**src/rtl/pressure_temp_compensation_assert.svh**
```systemverilog
// ----------------------------------------------------------------------------
// Assertion macros for the pressure and temperature compensation block.
// They expect signals named clk and rst in the scope of use.
// ----------------------------------------------------------------------------
`ifndef PRESSURE_TEMP_COMPENSATION_ASSERT_SVH
`define PRESSURE_TEMP_COMPENSATION_ASSERT_SVH

// Same-cycle implication, checked outside reset.
`define PTC_ASSERT_IMP(lbl, ante, cons) \
  lbl: assert property (@(posedge clk) disable iff (rst) (ante) |-> (cons)) \
    else $error("ptc assertion failed");

// Delayed implication, the delay given by n, checked outside reset.
`define PTC_ASSERT_DLY(lbl, ante, n, cons) \
  lbl: assert property (@(posedge clk) disable iff (rst) (ante) |-> ##n (cons)) \
    else $error("ptc delayed assertion failed");

`endif

```
**src/rtl/ptc_pkg.sv**
```systemverilog
// ----------------------------------------------------------------------------
// ptc_pkg
// Types, constants and helpers shared by the compensation pipeline.
// ----------------------------------------------------------------------------
package ptc_pkg;

  // One raw reading pair.
  typedef struct packed {
    logic [19:0] raw_temp;
    logic [19:0] raw_press;
  } ptc_in_t;

  // One compensated result.
  typedef struct packed {
    logic signed [31:0] fine_temp;
    logic signed [15:0] temp_centi;
    logic [31:0]        pressure_q24_8;
    logic               press_valid;
  } ptc_out_t;

  // Configuration register indexes.
  localparam logic [1:0] REG_TEMP_CALIB    = 2'd0;
  localparam logic [1:0] REG_PRESS_CALIB_A = 2'd1;
  localparam logic [1:0] REG_PRESS_CALIB_B = 2'd2;
  localparam logic [1:0] REG_PRESS_CALIB_C = 2'd3;

  // Formula constants.
  localparam logic [63:0] T_OFFSET   = 64'd128000;
  localparam logic [63:0] P_SCALE    = 64'd3125;
  localparam logic [63:0] P_BASE     = 64'd1048576;
  localparam logic [63:0] V1_BIAS    = 64'd1 << 47;

  // Pipeline depths.
  localparam int TEMP_LAT = 5;
  localparam int MUL_LAT  = 2;
  localparam int DIV_LAT  = 66;
  localparam int PTC_LAT  = 88;

  // Sign-extend a 16-bit calibration word to 64 bits.
  function automatic logic [63:0] sx16(input logic [15:0] v);
    return {{48{v[15]}}, v};
  endfunction

endpackage

```
**src/rtl/ptc_temp.sv**
```systemverilog
// ----------------------------------------------------------------------------
// ptc_temp
// Five-stage temperature compensation in 32-bit wrapping arithmetic. Gives
// the fine temperature and the saturated temperature in hundredths.
// ----------------------------------------------------------------------------
module ptc_temp
  import ptc_pkg::*;
(
  input  logic        clk,
  input  logic [47:0] calib,
  input  logic [19:0] raw_temp,
  output logic [31:0] tf,
  output logic [15:0] tcs
);

  logic [15:0] t1;
  logic [31:0] t2;
  logic [31:0] t3;
  logic [31:0] a;
  logic [31:0] d;
  logic [31:0] pa;
  logic [31:0] dd;
  logic [31:0] dd_sh;
  logic [31:0] tv1;
  logic [31:0] m;
  logic [31:0] m_sh;
  logic [31:0] tf4;
  logic [31:0] tc;

  // Calibration words.
  assign t1 = calib[15:0];
  assign t2 = {{16{calib[31]}}, calib[31:16]};
  assign t3 = {{16{calib[47]}}, calib[47:32]};

  // Stage 1: offsets of the reading against T1.
  always_ff @(posedge clk) begin
    a <= {15'd0, raw_temp[19:3]} - {15'd0, t1, 1'b0};
    d <= {16'd0, raw_temp[19:4]} - {16'd0, t1};
  end

  // Stage 2: linear term and square.
  always_ff @(posedge clk) begin
    pa <= a * t2;
    dd <= d * d;
  end

  // Stage 3: scale the linear term and weight the square.
  assign dd_sh = $signed(dd) >>> 12;
  always_ff @(posedge clk) begin
    tv1 <= $signed(pa) >>> 11;
    m   <= dd_sh * t3;
  end

  // Stage 4: fine temperature.
  assign m_sh = $signed(m) >>> 14;
  always_ff @(posedge clk) begin
    tf4 <= tv1 + m_sh;
  end

  // Stage 5: hundredths of a degree, saturated to 16 bits signed.
  assign tc = $signed((tf4 << 2) + tf4 + 32'd128) >>> 8;
  always_ff @(posedge clk) begin
    tf <= tf4;
    if ($signed(tc) < -32'sd32768) begin
      tcs <= 16'h8000;
    end else if ($signed(tc) > 32'sd32767) begin
      tcs <= 16'h7fff;
    end else begin
      tcs <= tc[15:0];
    end
  end

endmodule

```
**config.mk**
```make
export PLATFORM = sky130hd
export DESIGN_NAME = ptc_temp
export DESIGN_NICKNAME = d
export VERILOG_FILES = /design/src/rtl/pressure_temp_compensation_assert.svh /design/src/rtl/ptc_pkg.sv /design/src/rtl/ptc_temp.sv
export SDC_FILE = /design/constraint.sdc
export NUM_CORES = 2
export LEC_CHECK = 0
export ABC_AREA = 1
export BUFFER_PORTS_ARGS = -buffer_cell sky130_fd_sc_hd__buf_4
export CAP_MARGIN = 20
export CORE_UTILIZATION = 55
export CTS_BUF_LIST = sky130_fd_sc_hd__clkbuf_2 sky130_fd_sc_hd__clkbuf_4 sky130_fd_sc_hd__clkbuf_8
export DETAILED_ROUTE_END_ITERATION = 6
export PLACE_DENSITY = 0.74
export SLEW_MARGIN = 20
export SYNTH_ARGS = -nofsm -noshare
export SYNTH_HDL_FRONTEND = slang
export SYNTH_SLANG_ARGS = --single-unit
```
**constraint.sdc**
```tcl
create_clock -name clk -period 7.4 [get_ports clk]
set_clock_uncertainty 0.05 [all_clocks]
set_input_delay 1.48 -clock clk [delete_from_list [all_inputs] [get_ports clk]]
set_output_delay 1.48 -clock clk [all_outputs]
set_load 0.01 [all_outputs]
```
; ---- Yosys cells after proc, flatten, opt, wreduce, memory -nomap -nowiden
; Index checks and enable logic that the tools add are counted.
[totals]
regBits = 212
out_inout_bits = 48
elab_cells = 20
[op_classes]
n_addsub = 5
n_mul = 3
magnitude_cmp = 2
muxes = 1
[ops]
columns = cell, n
row1 = 17-bit by 17-bit multiplier with 32-bit output, 1
row2 = 18-bit by 16-bit multiplier with 32-bit output, 1
row3 = 20-bit by 16-bit multiplier with 32-bit output, 1
row4 = 25-bit by 9-bit adder with 26-bit output (second input constant), 1
row5 = 24-bit by 22-bit adder with 25-bit output, 1
row6 = 21-bit by 18-bit adder with 22-bit output, 1
row7 = 18-bit by 16-bit greater-than comparator with 1-bit output (second input constant), 1
row8 = 18-bit by 16-bit less-than comparator with 1-bit output (second input constant), 1
row9 = 17-bit by 17-bit subtractor with 18-bit output, 1
row10 = 16-bit by 16-bit subtractor with 17-bit output, 1
row11 = 16-bit two-way mux, 1

; ---- Depth between registers and ports, before layout
[logic_depth]
depth_word = 4
mapped_depth = 27
ltp_nobuf = 25

; ---- Worst setup path after synthesis
; No wires, ideal clock.
[synth_timing]
path_kind = input-to-reg
start = in calib[19]
end = reg pa[24]
setup_ns = 0.072
arrival_ns = 6.426
slack_ns = 0.852
path_stages = 21
path_buffers = 2
path_cell_list = clkbuf_1 -> clkbuf_1 -> nand2_1 -> fa_1 -> fa_1 -> fa_1 -> inv_1 -> fa_1 -> fa_1 -> inv_1 -> fa_1 -> inv_1 -> ha_1 -> nand2_1 -> nor2_1 -> inv_1 -> nor3_1 -> nand3_1 -> or2_0 -> nand3_1 -> xor2_1
[synth_via]
elab_chain_len = 1
[synth_rtl]
columns = element, line
row1 = start: declaration, ptc_temp.sv:10  ; input logic [47:0] calib,
row2 = 18-bit by 16-bit multiplier with 32-bit output, ptc_temp.sv:43  ; pa <= a * t2;
row3 = end signal: assignment, ptc_temp.sv:43
row4 = end: declaration, ptc_temp.sv:21  ; logic [31:0] pa;
; Every way passes these cells.
; A chain may end at the register's enable or synchronous reset.

; ---- Worst setup path after layout
[layout_timing]
start = in calib[18]
end = reg pa[26]
; The elaborated chain is that of the path after synthesis.

==> flow_metrics.env <==
export IMPL_status="finished, final reports clean"
export IMPL_fill_cells=6433
export IMPL_setup_violations_final=0
export IMPL_hold_viol_final=0
export IMPL_hold_buffers=0
export IMPL_coreArea_um2=70500
export IMPL_synth_seq_cells=158
export IMPL_critPathMaxFanout=18
export IMPL_syn_to_final_growth_pct=5.05
export IMPL_syn_num_nets=6286
export IMPL_drv_slew=0
export IMPL_start_util_pct=55.9
export IMPL_rrSetupSlack_ns=1.20
export IMPL_post_route_period_util_pct=87.1
export IMPL_drt_pre_antenna_iters=6
export IMPL_fin_tns_setup_ns=0
export IMPL_cts_root_buf="clkbuf_8"
export IMPL_hold_start="pa[29]$_DFF_P_"
export IMPL_fmax_ghz=0.155
export IMPL_detailed_place_hpwl_mm=77.1
export IMPL_vias=30579
export IMPL_grt_ovfl_total=0
export IMPL_grt_max_degree=35
export IMPL_ys_flop_type="dfxtp_1"
export IMPL_die_area_um2=72700
export IMPL_synth_yosys_seq_area_share_pct=8.02
export IMPL_routedWlPerCell_um=15.2
export IMPL_htreeDepth=4
export IMPL_clkLatencyLatePin_ns=0.57
export IMPL_cp_start_kind="input pin"
export IMPL_io_pins=117
export IMPL_maxCapViolCount=0
export IMPL_period_minus_slack_ns=6.45
export IMPL_die_w_um=270
export IMPL_mostFrequentLayoutCells="inv_1 (1508), nand2_1 (1234), fa_1 (816)"
export IMPL_io_buffers=113
export IMPL_relSlewSlack_pct=30.0
export IMPL_yosysUniqueCellTypes=49
export IMPL_drive_gt1_share_pct=4.83
export IMPL_crit_arrival_ns=6.84
export IMPL_synth_area_um2=39400
export IMPL_clkSinkCount=158
export IMPL_syn_avg_cell_area_um2=7.76
export IMPL_post_route_drc_count=0
export IMPL_rr_endpoint="pa[24]$_DFF_P_"
export IMPL_hp_class="register to register"
export IMPL_via_per_inst=5.07
export IMPL_synth_edf_count=0
export IMPL_grt_pass1_vias=32972
export IMPL_cts_buffers=17
export IMPL_crit_type="input pin to register"
export IMPL_rr_worst_depth=20
export IMPL_tightestPinTransition_ns=1.05
export IMPL_post_cts_buffers=0
export IMPL_drt_iter0_drc=1825
export IMPL_grt_use_total_pct=27.1
export IMPL_grt_pass1_wl_mm=159
export IMPL_place_congestion=0.933
export IMPL_clockBufferDepth=2
export IMPL_nets=6283
export IMPL_rsz0062_at_grt="no"
export IMPL_hold_end="tv1[18]$_DFF_P_"
export IMPL_end_kind="register"
export IMPL_finalWirelength_mm=91.9
export IMPL_synthCells=5080
export IMPL_hold_path_depth=0
export IMPL_postRouteAntennaNets=0
export IMPL_yosys_warnings=0
export IMPL_cts_tree="yes"
export IMPL_dieHeight_um=270
export IMPL_worstPathRequired_ns=7.80
export IMPL_path_clk_slew_ns=0.10
export IMPL_rr_startpoint="d[7]$_DFF_P_"
export IMPL_post_cts_resized=0
export IMPL_rows=97
export IMPL_synthArstFlopShare_pct=0
export IMPL_antenna_found_initial=2
export IMPL_layout_commonest_cell="inv_1"
## kinds of logic after synthesis
| group | share of synthesized area [%] |
|---|---|
| xor+xnor | 2.67 |
| simple gates | 17.0 |
| buf+inv | 16.3 |
| compound gates | 4.34 |
| flops | 8.02 |
| fa+ha+maj | 51.6 |
## cell usage after synthesis, drive strengths merged, types with 5 or more instances
master / number / share of area, %
inv: 1524 / 15
nand2: 1257 / 12
fa: 816 / 41
ha: 321 / 10
nor2: 208 / 2.0
dfxtp: 158 / 8.0
a21oi: 155 / 2.0
clkbuf: 144 / 1.4
nand3: 104 / 1.4
o21ai: 83 / 1.1
xor2: 83 / 1.8
xnor2: 37 / 0.82
nor3: 34 / 0.44
nand4: 29 / 0.46
buf: 27 / 0.44
a21o: 20 / 0.38
o21bai: 17 / 0.32
or2: 13 / 0.21
o21a: 11 / 0.21
nand3b: 9 / 0.20
a31oi: 7 / 0.11
a21boi: 5 / 0.095
## state kept, by name (all words and copies together) (netlist names)
name	flops
tf4	22
tcs	16
d	16
dd	20
a	2
tf	22
tv1	21
m	18
pa	21
## stage by stage
| stage | instance area (um2) | setup slack (ns) | instances | hold WS (ns) | utilization (%) |
|---|---|---|---|---|---|
| final | 41400 | 0.954 | 6031 | 0.280 | 58.7 |
| after global routing | 41400 | 0.635 | 6031 | 0.288 | 58.7 |
| after CTS | 41400 | 1.01 | 6030 | 0.285 | 58.7 |
| after detailed placement | 41000 | 0.384 | 5998 | 0.263 | 58.2 |
| after global placement | 41000 | 0.433 | 5998 | 0.261 | 58.2 |
| after floorplan | 39400 | 0.852 | 5080 | 0.260 | - |
## cell type report
cell class                 instances  area (um2)  share of cell area (%)
clock inverter                    15         163                   0.393
clock buffer                      17         234                   0.565
tap                              940        1180                    2.84
multi-input combinational       3227       29800                    72.0
antenna                            1        2.50                 0.00604
sequential                       158        3160                    7.64
timing repair buffer             149        1130                    2.73
inverter                        1524        5720                    13.8
## critical path, cell delays in order
cell and delay (ns):
buf_4 0.20, nand2_1 0.13, inv_1 0.06, fa_1 0.68, inv_1 0.15, fa_1 0.58
inv_1 0.30, fa_1 0.49, fa_1 0.56, fa_1 0.43, fa_1 0.45, ha_1 0.38
a21oi_1 0.18, a21boi_0 0.26, o21ai_0 0.13, a21oi_1 0.12, o21ai_1 0.10, xor2_1 0.16
## worst max path at each step
stage | cells past startpoint | slack [ns] | endpoint | start
after floorplan | 21 | 0.85 | pa[24]$_DFF_P_ | calib[19]
after global placement | 18 | 0.43 | pa[26]$_DFF_P_ | calib[18]
after detailed placement | 18 | 0.38 | pa[26]$_DFF_P_ | calib[18]
after CTS | 18 | 1.01 | pa[26]$_DFF_P_ | calib[18]
after global routing | 19 | 0.63 | pa[30]$_DFF_P_ | calib[18]
final | 18 | 0.95 | pa[26]$_DFF_P_ | calib[18]
## per-layer routing
layer	track usage, %	vias to the layer above	wire length (um)
met1	34.9	14935	38400
met3	4.19	163	6270
met5	0	-	0
met2	46.7	989	44700
met4	8.40	0	2590
li1	-	14492	-
Power is not shown: default switching activity piles up to over one toggle a cycle in this logic, so the estimate is an artifact.
